==> config.mk <==
export PLATFORM = sky130hd
export DESIGN_NAME = exponential_adsr_envelope_unit
export DESIGN_NICKNAME = d
export VERILOG_FILES = /design/src/hdl/eadsr_pkg.sv /design/src/hdl/exponential_adsr_envelope_unit.sv
export VERILOG_INCLUDE_DIRS = /design/src /design/src/hdl
export SDC_FILE = /design/constraint.sdc
export NUM_CORES = 2
export LEC_CHECK = 0
export BUFFER_PORTS_ARGS = -buffer_cell sky130_fd_sc_hd__buf_2
export CORE_MARGIN = 5
export CORE_UTILIZATION = 43
export CTS_CLUSTER_DIAMETER = 100
export CTS_CLUSTER_SIZE = 20
export DETAILED_ROUTE_END_ITERATION = 16
export HOLD_SLACK_MARGIN = 0.12
export MAX_ROUTING_LAYER = met4
export SLEW_MARGIN = 20
export SYNTH_ARGS = -nofsm -noshare
export SYNTH_HDL_FRONTEND = slang
export SYNTH_SLANG_ARGS = --single-unit
export TNS_END_PERCENT = 30
==> constraint.sdc <==
create_clock -name i_clk -period 9 [get_ports i_clk]
set_input_delay 0.45 -clock i_clk [delete_from_list [all_inputs] [get_ports i_clk]]
set_output_delay 0.45 -clock i_clk [all_outputs]
set_load 0.03 [all_outputs]
==> src/hdl/exponential_adsr_envelope_unit_defines.svh <==
// ----------------------------------------------------------------------------
// Envelope unit assertion macros
// Clocked, reset-qualified property wrappers used by the envelope unit.
// ----------------------------------------------------------------------------
`ifndef EXPONENTIAL_ADSR_ENVELOPE_UNIT_DEFINES_SVH
`define EXPONENTIAL_ADSR_ENVELOPE_UNIT_DEFINES_SVH

// Check a condition at every clock edge out of reset.
`define EADSR_ASSERT_NOW(label, cond, msg) \
    label: assert property (@(posedge i_clk) disable iff (!i_rst_n) (cond)) \
        else $error(msg);

// Check that a condition leads to another in the next cycle.
`define EADSR_ASSERT_NEXT(label, ante, cons, msg) \
    label: assert property (@(posedge i_clk) disable iff (!i_rst_n) \
        (ante) |=> (cons)) else $error(msg);

`endif

==> src/hdl/eadsr_pkg.sv <==
// ----------------------------------------------------------------------------
// Envelope unit package
// Widths, codes and fixed-point constants shared by the envelope unit.
// ----------------------------------------------------------------------------
`default_nettype none

package eadsr_pkg;

    localparam int SAMPLE_BITS = 24;
    localparam int FRAC_BITS   = 24;
    localparam int LEVEL_BITS  = FRAC_BITS + 1;
    localparam int COEFF_BITS  = FRAC_BITS;
    localparam int ABASE_BITS  = FRAC_BITS + 1;
    localparam int DBASE_BITS  = FRAC_BITS + 2;
    localparam int RBASE_BITS  = 12;
    localparam int SUM_BITS    = LEVEL_BITS + 2;
    localparam int PROD_BITS   = 2 * LEVEL_BITS;
    localparam int MAG_BITS    = SAMPLE_BITS;

    localparam int DATA_BITS    = 32;
    localparam int CFG_IDX_BITS = 3;
    localparam int ADDR_BITS    = CFG_IDX_BITS + 2;

    // Request codes
    localparam logic [1:0] REQ_SAMPLE   = 2'd0;
    localparam logic [1:0] REQ_NOTE_ON  = 2'd1;
    localparam logic [1:0] REQ_NOTE_OFF = 2'd2;
    localparam logic [1:0] REQ_RESET    = 2'd3;

    // Register indexes
    localparam logic [CFG_IDX_BITS-1:0] REG_ATTACK_COEFF  = 3'd0;
    localparam logic [CFG_IDX_BITS-1:0] REG_ATTACK_BASE   = 3'd1;
    localparam logic [CFG_IDX_BITS-1:0] REG_DECAY_COEFF   = 3'd2;
    localparam logic [CFG_IDX_BITS-1:0] REG_DECAY_BASE    = 3'd3;
    localparam logic [CFG_IDX_BITS-1:0] REG_SUSTAIN_LEVEL = 3'd4;
    localparam logic [CFG_IDX_BITS-1:0] REG_RELEASE_COEFF = 3'd5;
    localparam logic [CFG_IDX_BITS-1:0] REG_RELEASE_BASE  = 3'd6;

    typedef enum logic [2:0] {
        PH_IDLE    = 3'd0,
        PH_ATTACK  = 3'd1,
        PH_DECAY   = 3'd2,
        PH_SUSTAIN = 3'd3,
        PH_RELEASE = 3'd4
    } t_phase;

    typedef enum logic [4:0] {
        ST_IDLE = 5'b00001,
        ST_MUL1 = 5'b00010,
        ST_ADD  = 5'b00100,
        ST_MUL2 = 5'b01000,
        ST_FIN  = 5'b10000
    } t_state;

    localparam logic [LEVEL_BITS-1:0] LEVEL_ONE = LEVEL_BITS'(64'd1 << FRAC_BITS);
    localparam logic signed [SUM_BITS-1:0] SUM_ONE = SUM_BITS'(64'd1 << FRAC_BITS);
    localparam logic signed [SUM_BITS-1:0] SUM_LEVEL_MAX =
        SUM_BITS'((64'd1 << LEVEL_BITS) - 64'd1);

    // Output clamp limits on the magnitude
    localparam logic [LEVEL_BITS-1:0] MAG_POS_LIM =
        LEVEL_BITS'((64'd1 << (SAMPLE_BITS - 1)) - 64'd1);
    localparam logic [LEVEL_BITS-1:0] MAG_NEG_LIM =
        LEVEL_BITS'(64'd1 << (SAMPLE_BITS - 1));
    localparam logic [SAMPLE_BITS-1:0] SAMPLE_MAX =
        SAMPLE_BITS'((64'd1 << (SAMPLE_BITS - 1)) - 64'd1);
    localparam logic [SAMPLE_BITS-1:0] SAMPLE_MIN =
        SAMPLE_BITS'(64'd1 << (SAMPLE_BITS - 1));

endpackage

`default_nettype wire

==> src/hdl/exponential_adsr_envelope_unit.sv <==
// ----------------------------------------------------------------------------
// Exponential ADSR envelope unit
// Advances a five-phase exponential envelope per audio sample and scales
// the sample by it, using one shared multiplier under a small sequencer.
// ----------------------------------------------------------------------------
// Usage:
//   Input channel (i_valid / o_stall) carries requests: audio sample, note
//   on, note off and voice reset. Only an audio sample yields a result beat
//   on the output channel (o_valid / i_stall).
//   Note on, note off and voice reset are handled while the sequencer stays idle.
//   An audio sample is worked in order by the sequencer steps: one
//   multiply for the envelope step, one add and clamp, one multiply for the
//   sample scaling, and a last step to load the output register. No new
//   request is accepted until the sample is through. The single 25x25
//   multiplier is used twice per sample.
//   While the output register holds an untaken beat, the unit still accepts
//   and works a new sample, then waits in its last step until the beat is
//   taken. o_stall is high whenever the sequencer is busy.
//   Reset sets the phase to idle, clears the level and the configuration
//   registers to zero and drops the output beat. The user must write the
//   registers over the APB port only while the unit is idle (not enforced).
`default_nettype none

`include "exponential_adsr_envelope_unit_defines.svh"

module exponential_adsr_envelope_unit (
    input  wire logic                                  i_clk,
    input  wire logic                                  i_rst_n,
    // request channel
    input  wire logic                                  i_valid,
    output logic                                       o_stall,
    input  wire logic [1:0]                            i_req_type,
    input  wire logic signed [eadsr_pkg::SAMPLE_BITS-1:0] i_sample_in,
    input  wire logic                                  i_block_last,
    // result channel
    output logic                                       o_valid,
    input  wire logic                                  i_stall,
    output logic signed [eadsr_pkg::SAMPLE_BITS-1:0]   o_sample_out,
    output logic [eadsr_pkg::LEVEL_BITS-1:0]           o_envelope_level,
    output logic                                       o_voice_active,
    output logic                                       o_block_end,
    // configuration port
    input  wire logic                                  psel,
    input  wire logic                                  penable,
    input  wire logic                                  pwrite,
    input  wire logic [eadsr_pkg::ADDR_BITS-1:0]       paddr,
    input  wire logic [eadsr_pkg::DATA_BITS-1:0]       pwdata,
    output logic [eadsr_pkg::DATA_BITS-1:0]            prdata,
    output logic                                       pready
);

    localparam int LB = eadsr_pkg::LEVEL_BITS;
    localparam int FB = eadsr_pkg::FRAC_BITS;
    localparam int SB = eadsr_pkg::SUM_BITS;
    localparam int DW = eadsr_pkg::DATA_BITS;
    localparam int ADDR_BITS_HI = eadsr_pkg::ADDR_BITS - 1;

    // configuration registers
    logic [eadsr_pkg::COEFF_BITS-1:0]        r_attack_coeff;
    logic [eadsr_pkg::ABASE_BITS-1:0]        r_attack_base;
    logic [eadsr_pkg::COEFF_BITS-1:0]        r_decay_coeff;
    logic signed [eadsr_pkg::DBASE_BITS-1:0] r_decay_base;
    logic [LB-1:0]                           r_sustain_level;
    logic [eadsr_pkg::COEFF_BITS-1:0]        r_release_coeff;
    logic signed [eadsr_pkg::RBASE_BITS-1:0] r_release_base;

    // envelope and sequencer state
    eadsr_pkg::t_state r_state, n_state;
    eadsr_pkg::t_phase r_phase, n_phase;
    logic [LB-1:0]     r_level, n_level;

    // per-sample working registers
    logic [eadsr_pkg::MAG_BITS-1:0]  r_mag;
    logic                            r_neg;
    logic                            r_last;
    logic [eadsr_pkg::PROD_BITS-1:0] r_prod;

    // output register
    logic                            r_out_valid, n_out_valid;
    logic [eadsr_pkg::SAMPLE_BITS-1:0] r_out_sample;
    logic [LB-1:0]                   r_out_level;
    logic                            r_out_active;
    logic                            r_out_last;

    logic                                in_accept;
    logic                                cfg_write;
    logic [eadsr_pkg::CFG_IDX_BITS-1:0]  cfg_idx;
    logic [LB-1:0]                       mul_a;
    logic [LB-1:0]                       mul_b;
    logic [eadsr_pkg::PROD_BITS-1:0]     prod;
    logic [LB-1:0]                       scaled;
    logic signed [SB-1:0]                step_base;
    logic signed [SB-1:0]                step_sum;
    logic [eadsr_pkg::COEFF_BITS-1:0]    coeff_sel;
    logic [eadsr_pkg::SAMPLE_BITS-1:0]   mag_lo;
    logic [eadsr_pkg::SAMPLE_BITS-1:0]   out_sample;
    logic                                out_free;

    assign in_accept = i_valid && !o_stall;
    assign o_stall   = (r_state != eadsr_pkg::ST_IDLE);
    assign out_free  = !r_out_valid || !i_stall;

    assign cfg_write = psel && penable && pwrite;
    assign cfg_idx   = paddr[ADDR_BITS_HI:2];
    assign pready    = 1'b1;

    // ---------------- configuration ----------------
    always_ff @(posedge i_clk) begin
        if (!i_rst_n) begin
            r_attack_coeff  <= '0;
            r_attack_base   <= '0;
            r_decay_coeff   <= '0;
            r_decay_base    <= '0;
            r_sustain_level <= '0;
            r_release_coeff <= '0;
            r_release_base  <= '0;
        end else if (cfg_write) begin
            case (cfg_idx)
                eadsr_pkg::REG_ATTACK_COEFF:  r_attack_coeff  <= pwdata[eadsr_pkg::COEFF_BITS-1:0];
                eadsr_pkg::REG_ATTACK_BASE:   r_attack_base   <= pwdata[eadsr_pkg::ABASE_BITS-1:0];
                eadsr_pkg::REG_DECAY_COEFF:   r_decay_coeff   <= pwdata[eadsr_pkg::COEFF_BITS-1:0];
                eadsr_pkg::REG_DECAY_BASE:    r_decay_base    <= pwdata[eadsr_pkg::DBASE_BITS-1:0];
                eadsr_pkg::REG_SUSTAIN_LEVEL: r_sustain_level <= pwdata[LB-1:0];
                eadsr_pkg::REG_RELEASE_COEFF: r_release_coeff <= pwdata[eadsr_pkg::COEFF_BITS-1:0];
                eadsr_pkg::REG_RELEASE_BASE:  r_release_base  <= pwdata[eadsr_pkg::RBASE_BITS-1:0];
                default: ;
            endcase
        end
    end

    always_comb begin
        case (cfg_idx)
            eadsr_pkg::REG_ATTACK_COEFF:  prdata = DW'(r_attack_coeff);
            eadsr_pkg::REG_ATTACK_BASE:   prdata = DW'(r_attack_base);
            eadsr_pkg::REG_DECAY_COEFF:   prdata = DW'(r_decay_coeff);
            eadsr_pkg::REG_DECAY_BASE:    prdata = DW'(r_decay_base);
            eadsr_pkg::REG_SUSTAIN_LEVEL: prdata = DW'(r_sustain_level);
            eadsr_pkg::REG_RELEASE_COEFF: prdata = DW'(r_release_coeff);
            eadsr_pkg::REG_RELEASE_BASE:  prdata = DW'(r_release_base);
            default:                      prdata = '0;
        endcase
    end

    // ---------------- shared multiplier ----------------
    always_comb begin
        case (r_phase)
            eadsr_pkg::PH_ATTACK:  coeff_sel = r_attack_coeff;
            eadsr_pkg::PH_DECAY:   coeff_sel = r_decay_coeff;
            eadsr_pkg::PH_RELEASE: coeff_sel = r_release_coeff;
            default:               coeff_sel = '0;
        endcase
    end

    // envelope step uses the coefficient, sample scaling the magnitude
    assign mul_a  = r_level;
    assign mul_b  = (r_state == eadsr_pkg::ST_MUL2) ? LB'(r_mag) : LB'(coeff_sel);
    assign prod   = eadsr_pkg::PROD_BITS'(mul_a) * eadsr_pkg::PROD_BITS'(mul_b);
    assign scaled = r_prod[FB+LB-1:FB];

    // ---------------- envelope step ----------------
    always_comb begin
        case (r_phase)
            eadsr_pkg::PH_ATTACK:  step_base = $signed(SB'(r_attack_base));
            eadsr_pkg::PH_DECAY:   step_base = SB'(r_decay_base);
            eadsr_pkg::PH_RELEASE: step_base = SB'(r_release_base);
            default:               step_base = '0;
        endcase
    end

    assign step_sum = $signed(SB'(scaled)) + step_base;

    // ---------------- output clamp ----------------
    assign mag_lo = scaled[eadsr_pkg::SAMPLE_BITS-1:0];

    always_comb begin
        if (r_neg) begin
            out_sample = (scaled > eadsr_pkg::MAG_NEG_LIM) ? eadsr_pkg::SAMPLE_MIN
                                                           : (~mag_lo + 1'b1);
        end else begin
            out_sample = (scaled > eadsr_pkg::MAG_POS_LIM) ? eadsr_pkg::SAMPLE_MAX : mag_lo;
        end
    end

    // ---------------- sequencer ----------------
    always_comb begin
        n_state     = r_state;
        n_phase     = r_phase;
        n_level     = r_level;
        n_out_valid = r_out_valid && i_stall;
        case (r_state)
            eadsr_pkg::ST_IDLE: begin
                if (in_accept) begin
                    case (i_req_type)
                        eadsr_pkg::REQ_SAMPLE: n_state = eadsr_pkg::ST_MUL1;
                        eadsr_pkg::REQ_NOTE_ON: begin
                            if (r_phase inside {eadsr_pkg::PH_IDLE, eadsr_pkg::PH_RELEASE}) begin
                                n_phase = eadsr_pkg::PH_ATTACK;
                            end
                        end
                        eadsr_pkg::REQ_NOTE_OFF: begin
                            if (r_phase != eadsr_pkg::PH_IDLE) begin
                                n_phase = eadsr_pkg::PH_RELEASE;
                            end
                        end
                        default: begin
                            n_phase = eadsr_pkg::PH_IDLE;
                            n_level = '0;
                        end
                    endcase
                end
            end
            eadsr_pkg::ST_MUL1: n_state = eadsr_pkg::ST_ADD;
            eadsr_pkg::ST_ADD: begin
                n_state = eadsr_pkg::ST_MUL2;
                case (r_phase)
                    eadsr_pkg::PH_ATTACK: begin
                        if (step_sum >= eadsr_pkg::SUM_ONE) begin
                            n_level = eadsr_pkg::LEVEL_ONE;
                            n_phase = eadsr_pkg::PH_DECAY;
                        end else begin
                            n_level = step_sum[LB-1:0];
                        end
                    end
                    eadsr_pkg::PH_DECAY: begin
                        if (step_sum <= $signed(SB'(r_sustain_level))) begin
                            n_level = r_sustain_level;
                            n_phase = eadsr_pkg::PH_SUSTAIN;
                        end else if (step_sum > eadsr_pkg::SUM_LEVEL_MAX) begin
                            n_level = '1;
                        end else begin
                            n_level = step_sum[LB-1:0];
                        end
                    end
                    eadsr_pkg::PH_RELEASE: begin
                        if (step_sum <= $signed(SB'(0))) begin
                            n_level = '0;
                            n_phase = eadsr_pkg::PH_IDLE;
                        end else if (step_sum > eadsr_pkg::SUM_LEVEL_MAX) begin
                            n_level = '1;
                        end else begin
                            n_level = step_sum[LB-1:0];
                        end
                    end
                    default: ;
                endcase
            end
            eadsr_pkg::ST_MUL2: n_state = eadsr_pkg::ST_FIN;
            eadsr_pkg::ST_FIN: begin
                // hold until the output register can take the beat
                if (out_free) begin
                    n_out_valid = 1'b1;
                    n_state     = eadsr_pkg::ST_IDLE;
                end
            end
            default: n_state = eadsr_pkg::ST_IDLE;
        endcase
    end

    always_ff @(posedge i_clk) begin
        if (!i_rst_n) begin
            r_state     <= eadsr_pkg::ST_IDLE;
            r_phase     <= eadsr_pkg::PH_IDLE;
            r_level     <= '0;
            r_out_valid <= 1'b0;
        end else begin
            r_state     <= n_state;
            r_phase     <= n_phase;
            r_level     <= n_level;
            r_out_valid <= n_out_valid;
        end
    end

    // payload registers
    always_ff @(posedge i_clk) begin
        if (in_accept) begin
            r_mag  <= i_sample_in[eadsr_pkg::SAMPLE_BITS-1] ? (~i_sample_in + 1'b1)
                                                            : i_sample_in;
            r_neg  <= i_sample_in[eadsr_pkg::SAMPLE_BITS-1];
            r_last <= i_block_last;
        end
        if (r_state == eadsr_pkg::ST_MUL1 || r_state == eadsr_pkg::ST_MUL2) begin
            r_prod <= prod;
        end
        if (r_state == eadsr_pkg::ST_FIN && out_free) begin
            r_out_sample <= out_sample;
            r_out_level  <= r_level;
            r_out_active <= (r_phase != eadsr_pkg::PH_IDLE);
            r_out_last   <= r_last;
        end
    end

    assign o_valid          = r_out_valid;
    assign o_sample_out     = r_out_sample;
    assign o_envelope_level = r_out_level;
    assign o_voice_active   = r_out_active;
    assign o_block_end      = r_out_last;

    // ---------------- assertions ----------------
    `EADSR_ASSERT_NOW(a_idle_level_zero,
        (r_phase != eadsr_pkg::PH_IDLE) || (r_level == '0),
        "idle phase with nonzero level")
    `EADSR_ASSERT_NEXT(a_sample_starts,
        (in_accept && i_req_type == eadsr_pkg::REQ_SAMPLE),
        (r_state == eadsr_pkg::ST_MUL1),
        "accepted sample did not start the sequencer")
    `EADSR_ASSERT_NEXT(a_fin_delivers,
        (r_state == eadsr_pkg::ST_FIN && out_free),
        (r_out_valid && r_state == eadsr_pkg::ST_IDLE),
        "finished sample not loaded into the output register")

endmodule

`default_nettype wire
### Word level (Yosys, flattened, before mapping)

Cells that the tools add are included.
W data, S select, Z words.

* flip-flop bits (word level): 320

* reduce and logical (&&, ||, !) cells: 27
* multiplexer cells: 31
* equal/unequal tests: 28
* multiply operators: 1
* $lt $le $gt $ge: 6
* bitwise gates (word level): 2
* add/subtract/negate cells: 3

Operators by type and width (number)
* $pmux W32 S7: 1
* $mux W25: 6
* $mux W24: 4
* $pmux W27 S3: 1
* $pmux W25 S3: 1
* $pmux W24 S3: 1
* $pmux W25 S2: 1
* $mul A25 B24 Y49: 1
* $add A24 B1 Y24 const B: 2
* $not A24 Y24: 2
* $add A26 B27 Y27: 1
* $ge A27 B26 Y1 const B: 1
* $gt A27 B26 Y1 const B: 1
* $le A27 B1 Y1 const B: 1
* $le A27 B26 Y1: 1
* $gt A25 B23 Y1 const B: 1
* $gt A25 B24 Y1 const B: 1
* $pmux W5 S5: 1
* $mux W23: 1
* $mux W3: 6
* $pmux W3 S3: 2
* $mux W5: 3
* $ne A3 B3 Y1 const B: 5
* $reduce_and A2 Y1: 7
* 27 further kinds: 46

### Logic depth before layout (Yosys ltp)

* depth in word-level cells: 8
* gate-level depth with buffers: 36

### Worst setup path after synthesis

Ideal clock, no wire load.

* kind: flip-flop to flip-flop
* start point: reg r_phase[1]
* end point: reg r_prod[48] (netlist name), data pin
* stages on the path, launching flop included: 36
* arrival time: 8811 ps
* path slack: -72 ps
* clock period less this slack: 9072 ps
* buffers on the path: 4
* cells stage by stage: dfxtp_1 clkbuf_1 nor2b_1 clkbuf_1 clkbuf_1 a22oi_1 nor2_1 a21oi_1 o21ai_1 clkbuf_1 nand2_1 fa_1 inv_1 fa_1 inv_1 fa_1 inv_1 fa_1 fa_1 fa_1 inv_1 fa_1 inv_1 ha_1 and4_1 and2_1 a41o_1 a221o_1 a22o_1 o211ai_1 a21oi_1 a31oi_1 o2bb2ai_1 o211ai_1 o31ai_1 xnor2_1

* longest elaborated chain between the ends: 4
* elaborated cells between the ends (all ways): 6
* those cells by class: mul: 1; eq/ne: 3; mux: 2

RTL lines
* start, declared: line exponential_adsr_envelope_unit.sv:69 `eadsr_pkg::t_phase r_phase, n_phase;`
* start signal, assigned: line exponential_adsr_envelope_unit.sv:262 `r_phase <= eadsr_pkg::PH_IDLE;`
* start signal, assigned: line exponential_adsr_envelope_unit.sv:267 `r_phase <= n_phase;`
* $eq A3 B3 Y1, or another cell as far along: line exponential_adsr_envelope_unit.sv:146 `case (r_phase)`
* $pmux W24 S3 *: line exponential_adsr_envelope_unit.sv:146
* $mux W24 *: line exponential_adsr_envelope_unit.sv:156 `assign mul_b = (r_state == eadsr_pkg::ST_MUL2) ? LB'(r_mag) : LB'(coeff_sel);`
* $mul A25 B24 Y49 *: line exponential_adsr_envelope_unit.sv:157 `assign prod = eadsr_pkg::PROD_BITS'(mul_a) * eadsr_pkg::PROD_BITS'(mul_b);`
* net prod, one bit: line exponential_adsr_envelope_unit.sv:90 `logic [eadsr_pkg::PROD_BITS-1:0] prod;`
* end signal, assigned: line exponential_adsr_envelope_unit.sv:282 `r_prod <= prod;`
* end, declared: line exponential_adsr_envelope_unit.sv:76 `logic [eadsr_pkg::PROD_BITS-1:0] r_prod;`

The timed path passes the listed nets; every way through them passes the cells marked *.
A chain may end at the register's enable or synchronous reset.

### Final worst setup path

Ends and elaborated chain as after synthesis.

==> run metrics <==
status completed; Worst VDD drop 0.111 mV; I/O pin count 157; WHS Path Cells 3; Leak 18.1 nW; Root Buffer clkbuf_16; hold path start pwdata[24]; Clock Latency Late Sink ~590 ps; DR vias 29293; largest cells by area after synthesis fa_1 28%, dfxtp_1 11%, edfxtp_1 8.6%; total CTS buffers 20; CP max-delay cell fa_1; Setup TNS Final 0 ps; Sink Count 296; post-synth cell types 82; Syn-to-layout area delta 14.0%; Starting Density 0.433; headroom to the max-slew limit 0.230; Layout Nets slightly above 5000; async set-reset flop share out of synthesis 0; routed len/inst between 20 and 25 um; Detailed Place HPWL 86000 um; drt via density around 5.5; number of global-route vias before repair slightly below 30000; most frequent cells in the layout 754 x nand2_1, 613 x inv_1, 495 x fa_1, 276 x and2_1, 218 x ha_1; fmax around 0.11 GHz; final slew viol count 0; cell taking the most area after synthesis fa_1; post-synthesis sequential area ratio 0.196; initial antenna violation count 2; Syn Inst Count approximately 4000; fillcell total ~7900; CP most frequent cell fa_1; synthesized area 35500 um2; FF-to-FF Start r_phase[1]$_SDFFE_PN0P_; Final Cycle Share 0.973; skew final 50.9 ps; WHS 151 ps; worst slew pin tran 1150 ps; commonest non-fill, non-tap cell in the layout nand2_1; Die Footprint between 80000 and 90000 um2; reg2reg setup slack 250 ps; Placer Congestion 0.986; Post-synth EDFFs 102; FF+latch count, synth 296; First-pass DRT Iterations 6; total congestion overflow 0; CORE AREA ~82000 um2; port buffer count between 100 and 150; share of cells above drive strength 1 0.138; GR Util All Layers 0.253; # rows roughly 110; Setup Crit Path Kind register to register; CTS tree yes; hold worst-path end r_decay_base[24]$_SDFFE_PN0P_; Final Hold Viols 0; fin crit period 8750 ps; # setup viols final 0; critical path startpoint r_phase[1]$_SDFFE_PN0P_; required time worst endpoint 9340 ps; initial drt markers 2483; net count after synthesis 4851; Synth top area share 0.284; unrepaired setup endpoints after global routing yes; Top FF cell, synth dfxtp_1; Pwr per Cell Area between 60 and 70 nW/um2; Worst R2R End r_prod[48]$_DFFE_PP_; syn_area_per_cell 8.77 um2; area taken by multi-input logic gates 25900 um2; drt drc 0; WL final around 110000 um; DP Cell Count ~5300; DRT antenna net count 0; Worst Hold Class input pin to register; Register Area around 7000 um2; crit start category register; CP max stage delay 520 ps; first-pass GRT wire length 173000 um; Yosys warning total 0; Worst Setup End Kind register; die width 297 um; Clock transition at path regs 100 ps; pin count of the biggest net entering global routing 92; critical path arrival approximately 9100 ps; Max FO, Critical Path 7; max_cap viols 0; CTS H-Tree Depth 1; Chip Height 297 um; Final Non-Filler Cells between 5000 and 6000; r2r worst-path depth 37; Clock Path Buffers 3
## how the worst max path moves through the flow
stage	endpoint	slack (ps)	cells after the start
2_1_floorplan	r_prod[48]$_DFFE_PP_	20	35
3_3_place_gp	r_prod[47]$_DFFE_PP_	-100	36
3_5_place_dp	r_prod[47]$_DFFE_PP_	-170	36
4_1_cts	r_prod[48]$_DFFE_PP_	40	37
5_1_grt	r_prod[48]$_DFFE_PP_	-50	37
6_report	r_prod[48]$_DFFE_PP_	250	37
## cell families after synthesis
group | count (synthesis) | synth area share
buffers and inverters | 850 | 0.0913
AND/OR/NAND/NOR | 1380 | 0.181
multiplexers | 69 | 0.0264
other | 1 | 0.000106
flip-flops | 296 | 0.196
AO/OA/AOI/OAI | 661 | 0.126
adder cells (fa/ha/maj) | 728 | 0.363
XOR/XNOR | 67 | 0.0165
## registers in the layout (all words and copies together), names as in the netlist, 12 cells and up
name	flops
r_mag	24
r_release_base	12
r_prod	25
r_attack_coeff	24
mul_a	25
r_decay_coeff	24
r_attack_base	25
o_envelope_level	25
o_sample_out	24
r_release_coeff	24
r_sustain_level	25
r_decay_base	26
## power by group
| group | internal (mW) | total (mW) | switching, mW | leakage, nW |
|---|---|---|---|---|
| Sequential | 1.40 | 1.42 | 0.0187 | 2.44 |
| Clock | 0.429 | 0.967 | 0.538 | 0.288 |
| Combinational | 0.164 | 0.407 | 0.243 | 15.4 |
## metrics by stage
stage | utilization | setup WS (ps) | instance area [um2] | total power, mW
3_3_place_gp | 0.475 | -101 | 39000 | 1.80
3_5_place_dp | 0.475 | -165 | 39000 | 1.80
5_1_grt | 0.494 | -46.0 | 40500 | 2.90
4_1_cts | 0.483 | 35.8 | 39600 | 2.75
2_1_floorplan | - | 23.9 | 35500 | 1.63
6_report | 0.494 | 246 | 40500 | 2.80
## cell usage after synthesis (8+ instances only)
library cell / number
a21o_1: 38
edfxtp_1: 102
o211ai_1: 10
mux2_2: 16
nor2_1: 131
fa_1: 504
or3_1: 18
xnor2_1: 49
a211oi_1: 8
dfxtp_1: 194
nand3b_1: 9
o21ai_0: 139
o21bai_1: 11
buf_1: 12
nor3_1: 23
nand2_1: 757
nor2b_1: 51
nand3_1: 25
nor4_1: 13
o21a_1: 11
ha_1: 224
o31ai_1: 11
inv_1: 617
nand4_1: 16
mux2i_1: 35
o221ai_1: 23
a22oi_1: 77
clkbuf_1: 207
o22ai_1: 8
a21oi_1: 91
or2_2: 8
o311ai_1: 19
mux4_2: 18
and2_1: 278
a21boi_0: 152
xor2_1: 18
nand2b_1: 17
a31oi_1: 9
## routing by layer
metal  global-route usage  wire length [um]  vias to the layer above
met5                    -                 0                        -
met4               0.0719              3500                        0
met3               0.0255              6690                      150
met2                0.410             52400                      951
met1                0.342             48700                    14810
li1                     -                 -                    13382
## worst max-delay path, delay by kind of cell, from the launching register on
family / cells / cell delay [ps]
AO/OA/AOI/OAI: 10 / 1490
XOR/XNOR: 1 / 120
adder cells (fa/ha/maj): 8 / 3800
buffers and inverters: 11 / 1190
flip-flops: 1 / 370
AND/OR/NAND/NOR: 7 / 1490
## what timing repair did
action,CTS,global route
setup buffers,1,33
endpoints found under the setup margin,5,10
hold endpoints to repair,3,0
hold buffers,3,0
resized for setup,3,85
pin swaps,1,52
gates cloned,0,7
## cell type report
| cell class | instances | share of cell area |
|---|---|---|
| multi-input cells | 2906 | 0.639 |
| flip-flops and latches | 296 | 0.172 |
| repair buffers | 417 | 0.0836 |
| inverters | 619 | 0.0574 |
| well taps | 1070 | 0.0331 |
| clock buffers | 27 | 0.0130 |
| clock inverters | 5 | 0.00198 |
| diodes | 2 | 0.000124 |
No activity file was read; power rests on OpenSTA's default activity.
